File: src/design/pjw_pkg.sv
package pjw_pkg;

    // fixed field widths
    localparam int SYM_W        = 8;
    localparam int CFG_W        = 11;
    localparam int SLOT_FIELD_W = 10;
    localparam int HASH_W       = 28;

    // table geometry
    localparam int SLOTS   = 1024;
    localparam int MAX_LEN = 45;

    localparam int SLOT_W  = $clog2(SLOTS);
    localparam int SIZE_W  = SLOT_W + 1;
    localparam int LEN_W   = $clog2(MAX_LEN + 1);
    localparam int BUF_AW  = (MAX_LEN > 1) ? $clog2(MAX_LEN) : 1;
    localparam int CHAR_AW = $clog2(SLOTS * MAX_LEN);
    localparam int DIV_CW  = $clog2(HASH_W);

    localparam logic [CFG_W-1:0] TABLE_SIZE_RESET = 11'd1024;

    localparam logic [SYM_W-1:0] CH_UPPER_A = 8'h41;
    localparam logic [SYM_W-1:0] CH_UPPER_Z = 8'h5A;
    localparam logic [SYM_W-1:0] CASE_DELTA = 8'h20;

    localparam logic FUNC_INSERT = 1'b0;
    localparam logic FUNC_CHECK  = 1'b1;

    typedef enum logic [2:0] {
        ST_CLEAR,
        ST_IDLE,
        ST_DIV,
        ST_META,
        ST_COPY,
        ST_VERIFY,
        ST_FINISH
    } pjw_state_t;

    typedef struct packed {
        logic clear_run;
        logic take;
        logic meta_rd;
        logic meta_wr;
        logic walk_start;
        logic walk_run;
        logic copy;
        logic verify;
        logic res_load;
    } pjw_cmd_t;

    typedef struct packed {
        logic clear_done;
        logic last_taken;
        logic div_done;
        logic too_long;
        logic func_check;
        logic meta_hit;
        logic walk_done;
        logic out_free;
    } pjw_stat_t;

    typedef struct packed {
        logic             used;
        logic [LEN_W-1:0] len;
    } pjw_meta_t;

    // one PJW step on a 28-bit running hash
    function automatic logic [HASH_W-1:0] pjw_hash_step(input logic [HASH_W-1:0] h,
                                                         input logic [SYM_W-1:0] c);
        logic [31:0] w;
        logic [3:0]  top;
        begin
            w   = {h, 4'b0000} + {24'd0, c};
            top = w[31:28];
            pjw_hash_step = w[HASH_W-1:0] ^ {20'd0, top, 4'b0000};
        end
    endfunction

endpackage

File: src/design/pjw_ctrl.sv
module pjw_ctrl import pjw_pkg::*;
(
    input  logic      clk,
    input  logic      rst_n,
    input  pjw_stat_t st,
    output pjw_cmd_t  cmd
);

    pjw_state_t state_reg, state_next;

    always_comb
    begin
        state_next = state_reg;
        case (state_reg)
            ST_CLEAR:
            begin
                if (st.clear_done)
                begin
                    state_next = ST_IDLE;
                end
            end
            ST_IDLE:
            begin
                if (st.last_taken)
                begin
                    state_next = ST_DIV;
                end
            end
            ST_DIV:
            begin
                if (st.div_done)
                begin
                    state_next = ST_META;
                end
            end
            ST_META:
            begin
                if (st.too_long)
                begin
                    state_next = ST_FINISH;
                end
                else if (st.func_check)
                begin
                    state_next = ST_VERIFY;
                end
                else
                begin
                    state_next = ST_COPY;
                end
            end
            ST_COPY:
            begin
                if (st.walk_done)
                begin
                    state_next = ST_FINISH;
                end
            end
            ST_VERIFY:
            begin
                if (!st.meta_hit || st.walk_done)
                begin
                    state_next = ST_FINISH;
                end
            end
            ST_FINISH:
            begin
                if (st.out_free)
                begin
                    state_next = ST_IDLE;
                end
            end
            default:
            begin
                state_next = ST_IDLE;
            end
        endcase
    end

    always_comb
    begin
        cmd            = '0;
        cmd.clear_run  = (state_reg == ST_CLEAR);
        cmd.take       = (state_reg == ST_IDLE);
        cmd.meta_rd    = (state_reg == ST_META);
        cmd.meta_wr    = (state_reg == ST_META) && !st.too_long && !st.func_check;
        cmd.walk_start = (state_reg == ST_META);
        cmd.walk_run   = (state_reg == ST_COPY) || ((state_reg == ST_VERIFY) && st.meta_hit);
        cmd.copy       = (state_reg == ST_COPY);
        cmd.verify     = (state_reg == ST_VERIFY);
        cmd.res_load   = (state_reg == ST_FINISH) && st.out_free;
    end

    always_ff @(posedge clk or negedge rst_n)
    begin
        if (!rst_n)
        begin
            state_reg <= ST_CLEAR;
        end
        else
        begin
            state_reg <= state_next;
        end
    end

    a_last_to_div: assert property (@(posedge clk) disable iff (!rst_n)
        st.last_taken |=> (state_reg == ST_DIV))
        else $error("last item of a word did not start the slot computation");

endmodule

File: config.mk
export PLATFORM = sky130hd
export DESIGN_NAME = pjw_ctrl
export DESIGN_NICKNAME = d
export VERILOG_FILES = /design/src/design/pjw_pkg.sv /design/src/design/pjw_ctrl.sv
export SDC_FILE = /design/constraint.sdc
export NUM_CORES = 1
export LEC_CHECK = 0
export BUFFER_PORTS_ARGS = -buffer_cell sky130_fd_sc_hd__buf_2
export CAP_MARGIN = 10
export CELL_PAD_IN_SITES_DETAIL_PLACEMENT = 0
export CELL_PAD_IN_SITES_GLOBAL_PLACEMENT = 1
export CORE_AREA = 2 2 39 41
export CTS_CLUSTER_DIAMETER = 100
export DETAILED_ROUTE_END_ITERATION = 8
export DIE_AREA = 0 0 41 43
export HOLD_SLACK_MARGIN = 0.12
export PLACE_DENSITY_LB_ADDON = 0.1
export SKIP_CTS_REPAIR_TIMING = 1
export SYNTH_ARGS = -nofsm -noshare
export SYNTH_HDL_FRONTEND = slang
export SYNTH_SLANG_ARGS = --single-unit
File: constraint.sdc
create_clock -name clk -period 1.5 [get_ports clk]
set_input_delay 0.15 -clock clk [delete_from_list [all_inputs] [get_ports clk]]
set_output_delay 0.15 -clock clk [all_outputs]
set_load 0.05 [all_outputs]
# After elaboration in Yosys (flattened, before gate mapping)
# Index checks and enable logic that the tools add are counted.
# totals
input_bits	10
elab_cells	33
output_inout_bits	9
ff_bits	3
# op_classes
eq_ne	12
muxes	9
n_reduce_logical	11
# ops
op	count
one-hot mux 3 bit (7 select lines)	1
two-way mux 3 bit	6
!= test 2 bit (second input constant)	5
== test 3 bit (second input constant)	3
== test 3 x 2 -> 1 bit (second input constant)	2
AND reduction 6 bit	1
logical AND 1 bit	4
== test 3 x 1 -> 1 bit (second input constant)	1
zero test 1 bit	3
zero test 3 bit	1
logical OR 1 bit	2
two-way mux 2 bit	1
!= test 2 x 1 -> 1 bit (second input constant)	1
two-way mux 1 bit	1

# Depth between registers and ports, before layout
# Gate-level depths: netlist of run 1.
# logic_depth
word_depth	4
depth_mapped	5
depth_no_buf	4

# Worst setup path before layout of run 1
# Ideal clock, no wire load.
# synth_path
path_type	flip-flop to output port
from	reg state_reg[2]
to	out cmd[5] (netlist name)
t_required_ns	1.350
stages_incl_launch_ff	5
path_slack_ns	-0.405
arrival_time_ns	1.755
n_path_buf	1
cell_sequence	dfrtp_1 buf_6 nor2b_2 nand2_1 nor3_1
# synth_rtl
element	line_no	rtl
from (decl)	pjw_ctrl.sv:9	pjw_state_t state_reg, state_next;
from (signal assigned)	pjw_ctrl.sv:101	state_reg <= state_next;
to (decl)	pjw_ctrl.sv:6	output pjw_cmd_t cmd

# Final worst setup path of run 1
# layout_path
from	reg state_reg[2]
to	reg state_reg[0]
# layout_via
elab_chain_cells	3
word_cells_on_any_way	15
classes_between	12 x eq/ne; 1 x mux; 2 x reduce/logical
# layout_rtl
element	line_no	rtl
== test 3 bit (tied with other cells)	pjw_ctrl.sv:14	case (state_reg)
!= test 2 x 1 -> 1 bit (no source line) or != test 2 bit (tied branches)	-	
AND reduction 6 bit (no source line)	-	
# Parallel ways exist; a longest one is shown, timed or not.
# A chain may end at the register's enable or synchronous reset.

==> results of run 1 <==
==> critical path: stages, from the launching register on <==
cell and delay [ns]:
dfrtp_2 0.44, buf_4 0.17, buf_4 0.13, mux2_4 0.29, o21ai_2 0.12, o2bb2a_4 0.16
==> per-layer routing <==
layer	vias up	wire (um)	GRT usage [%]
li1	179	-	-
met5	-	0	0
met2	13	427	17.2
met1	166	338	13.2
met3	2	55	1.57
met4	0	16	6.00
==> cell type report <==
| cell class | count | area [sq um] | area share (%) |
|---|---|---|---|
| Multi-Input combinational cell | 28 | 209 | 41.6 |
| Inverter | 4 | 15.0 | 2.99 |
| Sequential cell | 3 | 77.6 | 15.5 |
| Clock buffer | 4 | 26.3 | 5.24 |
| Tap cell | 16 | 20.0 | 3.99 |
| Timing Repair Buffer | 24 | 154 | 30.7 |
==> power breakdown <==
part | internal (W) | total, W | leakage, nW | switching [W]
combinational | 0.000366 | 0.000947 | 0.206 | 0.000581
sequential | 0.000131 | 0.000208 | 0.0333 | 0.0000777
clock | 0.0000996 | 0.000140 | 0.0150 | 0.0000404
==> final timing paths <==
check | from | to | slack [ns]
setup / recovery | state_reg[2] | state_reg[0] | 0.07
hold / removal | st[0] | state_reg[2] | 0.23
setup reg to reg | state_reg[2] | state_reg[0] | 0.07
hold reg to reg | state_reg[2] | state_reg[2] | 0.58
max in group asynchronous | rst_n | state_reg[0] | 1.15
min in group asynchronous | rst_n | state_reg[1] | 0.24
==> cell usage in the layout, fill, tap and decap left out, types with 2 or more instances in the layout <==
cell and instances:
buf_2 13, clkbuf_4 7, nand2_1 5, buf_4 5
inv_1 4, nor3_2 3, nor2_1 3, o21ai_0 2
nor2b_1 2, dfrtp_2 2
==> kinds of logic (layout without fill, tap and decap cells) <==
| kind of cell | Yosys count | after routing | share of synthesized area, % |
|---|---|---|---|
| compound gates | 10 | 10 | 25.6 |
| simple gates | 17 | 17 | 30.0 |
| buf+inv | 8 | 32 | 15.6 |
| flops | 3 | 3 | 24.0 |
| mux | 1 | 1 | 4.80 |
==> per-stage QoR <==
| stage | cell area (sq um) | hold slack (ns) | util (%) |
|---|---|---|---|
| floorplan | 333 | -0.146 | - |
| global placement | 432 | -0.0541 | 31.2 |
| detailed placement | 432 | -0.0537 | 31.2 |
| CTS | 458 | -0.301 | 33.1 |
| global route | 502 | 0.242 | 36.3 |
| finish | 502 | 0.230 | 36.3 |
==> run_results.csv, run 1 <==
group,metric,value,unit
status,outcome,"finished clean",
clock_tree,path_clk_slew,0.04,ns
clock_tree,htree_levels,1,
yosys,synth_edf_count,0,
finish,nFillCells,153,
detailed_routing,drc,0,
finish,largest_reg_flops,3,
yosys,synth_most_common_cell,"nand2_1",
setup_path,cp_max_fo,6,
placement,dp.cells,72,
global_route,grt_pass1_vias,337,
sta,timing.final.crit_share,95.1,%
global_route,grt_first_pass_wirelength,1280,um
sta,setup_ws,0.0730,ns
yosys,syn-num-nets,49,
global_route,grt.total_usage,10.8,%
setup_path,reg2reg_depth,5,
die,start_util,22.6,%
sta,fin_crit,1.43,ns
yosys,avgSynthCellArea,8.02,sq um
global_route,grt_max_degree,9,
finish,antennaDiodeCount,0,
finish,drive_above_1_share,60.3,%
die,die_h,43,um
placement,io_buffers,18,
detailed_routing,wire_per_inst,10.6,um
sta,setup_viol,0,
yosys,ys_types,22,
yosys,synth.top_cell.area_share,24.0,%
die,row_count,14,
yosys,synth_area,313,sq um
sta,worstMarginPinSlew,0.263,ns
clock_tree,numClockSinks,3,
placement,globalplace.congestion,0.774,
clock_tree,clk_latency,0.23,ns
clock_tree,cts_buffer_depth,2,
die,dieArea,1760,sq um
yosys,yosys_register_bits,3,
sta,hold_violations,0,
setup_path,criticalPathCategory,"reg2reg",
setup_path,worstSetupEndpointType,"register",
yosys,synth_common_cells,"nand2_1 (5), inv_1 (4)",
sta,drv_slew,0,
yosys,syn_inst,39,
clock_tree,cts_tree,"built",
finish,stdcell_count,79,
detailed_routing,vias_per_cell,4.56,
worst_hold_path,min_path_cells,4,
detailed_routing,totalWireLength,838,um
sta,slew_headroom,82.4,%
clock_tree,clock-root-buffer,"clkbuf_4",
yosys,synth_top_area_cell,"dfrtp_1",
placement,place_ws,0.175,ns
sta,tns,0,ns
die,io_pins,19,
sta,skew,0.00308,ns
pwr,total_power,0.00130,W
setup_path,worstPathRequired,1.62,ns
pwr,peakVddDrop,0.784,mV
die,core_area,1380,sq um
yosys,ys.flop_type,"dfrtp_1",
pwr,p_leak,0.254,nW
run,drv_cap,0,
sta,rsz0062_at_grt,"no",
detailed_routing,drt-initial-drc-count,3,
worst_hold_path,worst_hold_path_type,"in2reg",
yosys,async_reset_ff_share,100,%
yosys,synthTopCellsByArea,"dfrtp_1 (24%), buf_4 (7.2%), o2bb2a_4 (6.4%), nand2_1 (6.0%), nor3_1 (4.8%)",
yosys,yosysWarnings,0,
finish,area_delta_synth_final,60.4,%
yosys,synth_seq_area_share,24.0,%
detailed_routing,ant_nets,0,
global_route,grt_overflow_total,0,
die,die_x,41,um
detailed_routing,dr.pass1.iters,3,
placement,dpl.hpwl,689,um
pwr,p_per_area,2580,nW/um^2
sta,fmax,701,MHz
setup_path,arrival,1.54,ns
clock_tree,cts_buffers,3,
finish,fin_nets,74,
setup_path,worst_setup_path_start_kind,"register",
global_route,antenna_found_initial,0,
detailed_routing,vias,360,
Note: power is estimated with default switching activity, not from simulation.
==> run 2, diff against run 1 <==
==> constraint.sdc (replaced) <==
create_clock -name clk -period 1.6 [get_ports clk]
set_input_delay 0.16 -clock clk [delete_from_list [all_inputs] [get_ports clk]]
set_output_delay 0.16 -clock clk [all_outputs]
set_load 0.05 [all_outputs]
==> run_results.csv, run 2 (synthesis gave the netlist of run 1 again) <==
group,metric,value,unit
status,outcome,"finished clean",
finish,drive_above_1_share,56.7,%
setup_path,rr_startpoint,"state_reg[2]",
finish,fin_nets,71,
placement,dpl.hpwl,649,um
finish,largest_reg_flops,3,
worst_hold_path,worst_hold_path_type,"in2reg",
sta,skew,0.00282,ns
detailed_routing,vias_per_cell,4.29,
finish,antennaDiodeCount,0,
detailed_routing,wirelength_met1,346,um
die,start_util,22.6,%
setup_path,criticalPathCategory,"reg2out",
sta,fin_crit,1.51,ns
detailed_routing,drc,0,
clock_tree,clock-root-buffer,"clkbuf_4",
run,drv_cap,0,
sta,fmax,663,MHz
setup_path,worst_setup_path_start_kind,"register",
worst_hold_path,min_to,"state_reg[2]",
clock_tree,cts_tree,"built",
setup_path,arrival,1.35,ns
setup_path,ff2ff_setup_slack,0.36,ns
sta,timing.final.crit_share,94.2,%
die,io_pins,19,
detailed_routing,routed-wl-met2,349,um
detailed_routing,dr.pass1.iters,3,
worst_hold_path,min-delay-start,"st[0]",
detailed_routing,ant_nets,0,
setup_path,reg2reg_depth,3,
worst_hold_path,min_path_cells,4,
sta,drv_slew,0,
sta,slew_headroom,81.1,%
setup_path,cp_max_fo,10,
finish,area_delta_synth_final,48.4,%
detailed_routing,wire_per_inst,10.2,um
global_route,grt_first_pass_wirelength,1250,um
die,core_area,1380,sq um
clock_tree,numClockSinks,3,
sta,worstMarginPinSlew,0.282,ns
sta,setup_ws,0.0923,ns
sta,setup_viol,0,
placement,io_buffers,18,
pwr,p_leak,0.240,nW
clock_tree,path_clk_slew,0.04,ns
finish,final_cell_mix,"buf_2 (17), nand2_1 (5), inv_1 (4)",
die,row_count,14,
setup_path,worstPathRequired,1.44,ns
die,die_x,41,um
global_route,antenna_found_initial,0,
detailed_routing,vias,326,
finish,final_common_cell,"buf_2",
sta,hold_violations,0,
die,dieArea,1760,sq um
clock_tree,cts_buffers,3,
detailed_routing,totalWireLength,777,um
clock_tree,clk_latency,0.23,ns
pwr,peakVddDrop,0.612,mV
global_route,grt.total_usage,10.3,%
clock_tree,htree_levels,1,
setup_path,reg2reg_to,"state_reg[0]",
die,die_h,43,um
placement,dp.cells,71,
setup_path,worstSetupEndpointType,"output port",
global_route,grt_overflow_total,0,
global_route,grt_pass1_vias,317,
detailed_routing,dr_wl_met3,64,um
detailed_routing,top_layer_used,"met4",
placement,place_ws,0.212,ns
placement,globalplace.congestion,0.782,
finish,nFillCells,161,
global_route,grt_max_degree,11,
pwr,p_per_area,2430,nW/um^2
detailed_routing,drt-initial-drc-count,1,
clock_tree,cts_buffer_depth,2,
finish,stdcell_count,76,
run 2: cell types whose count changed in the layout (fill, tap and decap cells not counted), sizes merged:
cell and change:
clkbuf -4, buf +1
run 2: critical path, stage by stage (launching register included):
cell	delay, ns
dfrtp_2	0.49
nor2b_2	0.17
nand2_1	0.12
inv_1	0.08
buf_2	0.26
run 2: layout make-up:
class,count,area (sq um),area share [%]
Multi-Input combinational cell,28,209,45.0
Inverter,4,15.0,3.23
Clock buffer,4,26.3,5.66
Timing Repair Buffer,21,118,25.3
Sequential cell,3,76.3,16.4
Tap cell,16,20.0,4.31
run 2: per-stage QoR:
stage           TNS [ns]  cell area, sq um  total power, W  utilization [%]  hold slack (ns)
4_1_cts          -0.0601               450         0.00113             32.5           -0.289
3_3_place_gp           0               424        0.000998             30.7          -0.0456
5_1_grt        -0.000377               464         0.00122             33.5            0.253
2_1_floorplan          0               333        0.000883                -           -0.136
3_5_place_dp           0               424         0.00100             30.7          -0.0443
6_report               0               464         0.00113             33.5            0.243
run 2: worst max path at each step:
stage / from / end / depth (start not counted)
6_report: state_reg[2] / cmd[6] / 4
3_3_place_gp: state_reg[2] / cmd[5] / 4
2_1_floorplan: state_reg[1] / state_reg[1] / 5
3_5_place_dp: state_reg[2] / cmd[0] / 3
5_1_grt: state_reg[2] / cmd[5] / 4
4_1_cts: state_reg[2] / cmd[0] / 3
run 2: per-layer routing:
layer,vias up,global-route usage [%]
met3,2,0.524
met4,0,6.00
met2,13,15.0
met1,140,14.5
li1,171,-
met5,-,0
run 2: power by group:
group	total, W	switching, W	internal (W)
clock	0.000133	0.0000395	0.0000935
sequential	0.000196	0.0000768	0.000120
combinational	0.000801	0.000524	0.000276
==> run 3, diff against run 2 <==
==> constraint.sdc (replaced) <==
create_clock -name clk -period 1.7 [get_ports clk]
set_input_delay 0.17 -clock clk [delete_from_list [all_inputs] [get_ports clk]]
set_output_delay 0.17 -clock clk [all_outputs]
set_load 0.05 [all_outputs]
==> run_results.csv, run 3 (synthesis gave the netlist of run 1 again) <==
group,metric,value,unit
sta,skew,0.00174,ns
die,io_pins,19,
clock_tree,cts_buffer_depth,2,
finish,final_common_cell,"buf_2",
setup_path,arrival,1.40,ns
finish,fin_nets,70,
pwr,clkPwrFrac,11.6,%
sta,rsz0062_at_grt,"no",
sta,worstMarginPinSlew,0.269,ns
finish,drive_above_1_share,57.6,%
global_route,grt_first_pass_wirelength,1180,um
worst_hold_path,min-delay-start,"st[0]",
setup_path,worst_setup_path_start_kind,"register",
finish,final_cell_mix,"buf_2 (18), nand2_1 (5), inv_1 (4)",
setup_path,crit_slowest_cell,"dfrtp_2",
finish,seq_area,77.6,sq um
sta,drv_slew,0,
finish,area_delta_synth_final,45.6,%
sta,hold_violations,0,
setup_path,cpPeakStageDelay,0.49,ns
status,outcome,"finished clean",
clock_tree,cts_tree,"built",
global_route,grt_max_degree,11,
finish,multiInputGateArea,209,sq um
pwr,p_comb_share,68.5,%
detailed_routing,dr.pass1.iters,2,
finish,nFillCells,158,
finish,largest_reg_flops,3,
pwr,p_per_area,2290,nW/um^2
clock_tree,clock-root-buffer,"clkbuf_4",
placement,dpl.hpwl,636,um
placement,globalplace.congestion,0.777,
pwr,netSwitchingFraction,57.2,%
detailed_routing,vias,338,
sta,slew_headroom,82.0,%
sta,timing.hold.ws,0.256,ns
setup_path,reg2reg_to,"state_reg[0]",
clock_tree,htree_levels,1,
sta,fmax,635,MHz
detailed_routing,drc,0,
setup_path,ff2ff_setup_slack,0.47,ns
pwr,p_sw,0.000596,W
sta,tns,0,ns
pwr,peakVddDrop,0.637,mV
setup_path,crit_chain,"nor2b_2 -> nand2_1 -> nor3_2 -> buf_2",
clock_tree,clk_latency,0.23,ns
placement,dp.cells,70,
global_route,antenna_found_initial,0,
pwr,seq_power_share,19.9,%
setup_path,path_buf_inv,1,
detailed_routing,totalWireLength,769,um
detailed_routing,wire_per_inst,10.3,um
finish,stdcell_count,75,
global_route,grt_overflow_total,0,
clock_tree,path_clk_slew,0.03,ns
die,start_util,22.6,%
die,core_area,1380,sq um
clock_tree,cts_buffers,3,
setup_path,cp_max_fo,10,
sta,timing.final.crit_share,92.6,%
placement,io_buffers,18,
setup_path,reg2reg_depth,4,
finish,antennaDiodeCount,0,
die,die_h,43,um
die,dieArea,1760,sq um
die,die_x,41,um
worst_hold_path,min_path_cells,4,
global_route,grt_pass1_vias,314,
setup_path,criticalPathCategory,"reg2out",
detailed_routing,drt-initial-drc-count,8,
setup_path,worstSetupEndpointType,"output port",
clock_tree,numClockSinks,3,
pwr,p_leak,0.235,nW
detailed_routing,ant_nets,0,
global_route,grt.total_usage,9.77,%
setup_path,rr_startpoint,"state_reg[0]",
sta,fin_crit,1.57,ns
run,drv_cap,0,
die,row_count,14,
worst_hold_path,min_to,"state_reg[2]",
setup_path,worstPathRequired,1.53,ns
pwr,p_int,0.000446,W
setup_path,path_delay_family,"flip-flops",
worst_hold_path,worst_hold_path_type,"in2reg",
detailed_routing,vias_per_cell,4.51,
sta,setup_viol,0,
[run 3: cell type report]
cell class              instances  share of cell area, %
clock buffers                   4                   5.77
inverters                       4                   3.30
multi-input cells              28                   45.9
flip-flops and latches          3                   17.0
well taps                      16                   4.40
repair buffers                 20                   23.6
[run 3: worst max-delay path by stage]
| stage | startpoint | end | slack [ns] | depth (start not counted) |
|---|---|---|---|---|
| 6_report | state_reg[2] | cmd[5] | 0.13 | 4 |
| 5_1_grt | state_reg[2] | cmd[5] | 0.04 | 4 |
| 4_1_cts | state_reg[2] | cmd[0] | 0.01 | 3 |
| 3_5_place_dp | state_reg[2] | cmd[0] | 0.26 | 3 |
| 3_3_place_gp | state_reg[2] | cmd[5] | 0.27 | 4 |
| 2_1_floorplan | state_reg[2] | cmd[5] | 0.20 | 4 |
[run 3: tightest hold or removal path, cell delays in order]
cell	delay (ns)
buf_2	0.08
o21ai_0	0.07
nand2_1	0.07
nand2_1	0.05
[run 3: power groups by stage]
stage	registers [W]	clock network [W]	logic, W
6_report	0.000208	0.000121	0.000714
5_1_grt	0.000222	0.000130	0.000767
4_1_cts	0.000204	0.000125	0.000720
3_5_place_dp	0.000204	0	0.000719
3_3_place_gp	0.000204	0	0.000717
2_1_floorplan	0.000120	0	0.000712
[run 3: stage by stage]
step	instance area [sq um]	power, W	setup slack (ns)	util [%]
finish	455	0.00104	0.126	32.9
global route	455	0.00112	0.0379	32.9
CTS	443	0.00105	0.0124	32.0
detailed placement	417	0.000924	0.265	30.1
global placement	417	0.000921	0.267	30.1
floorplan	333	0.000831	0.196	-
[run 3: layer usage]
metal  vias to the layer above  wire (um)  track usage, %
met1                       153        330            12.0
met3                         0         53            2.09
li1                        172          -               -
met2                        13        384            14.7
met4                         0          0            6.00
met5                         -          0               0
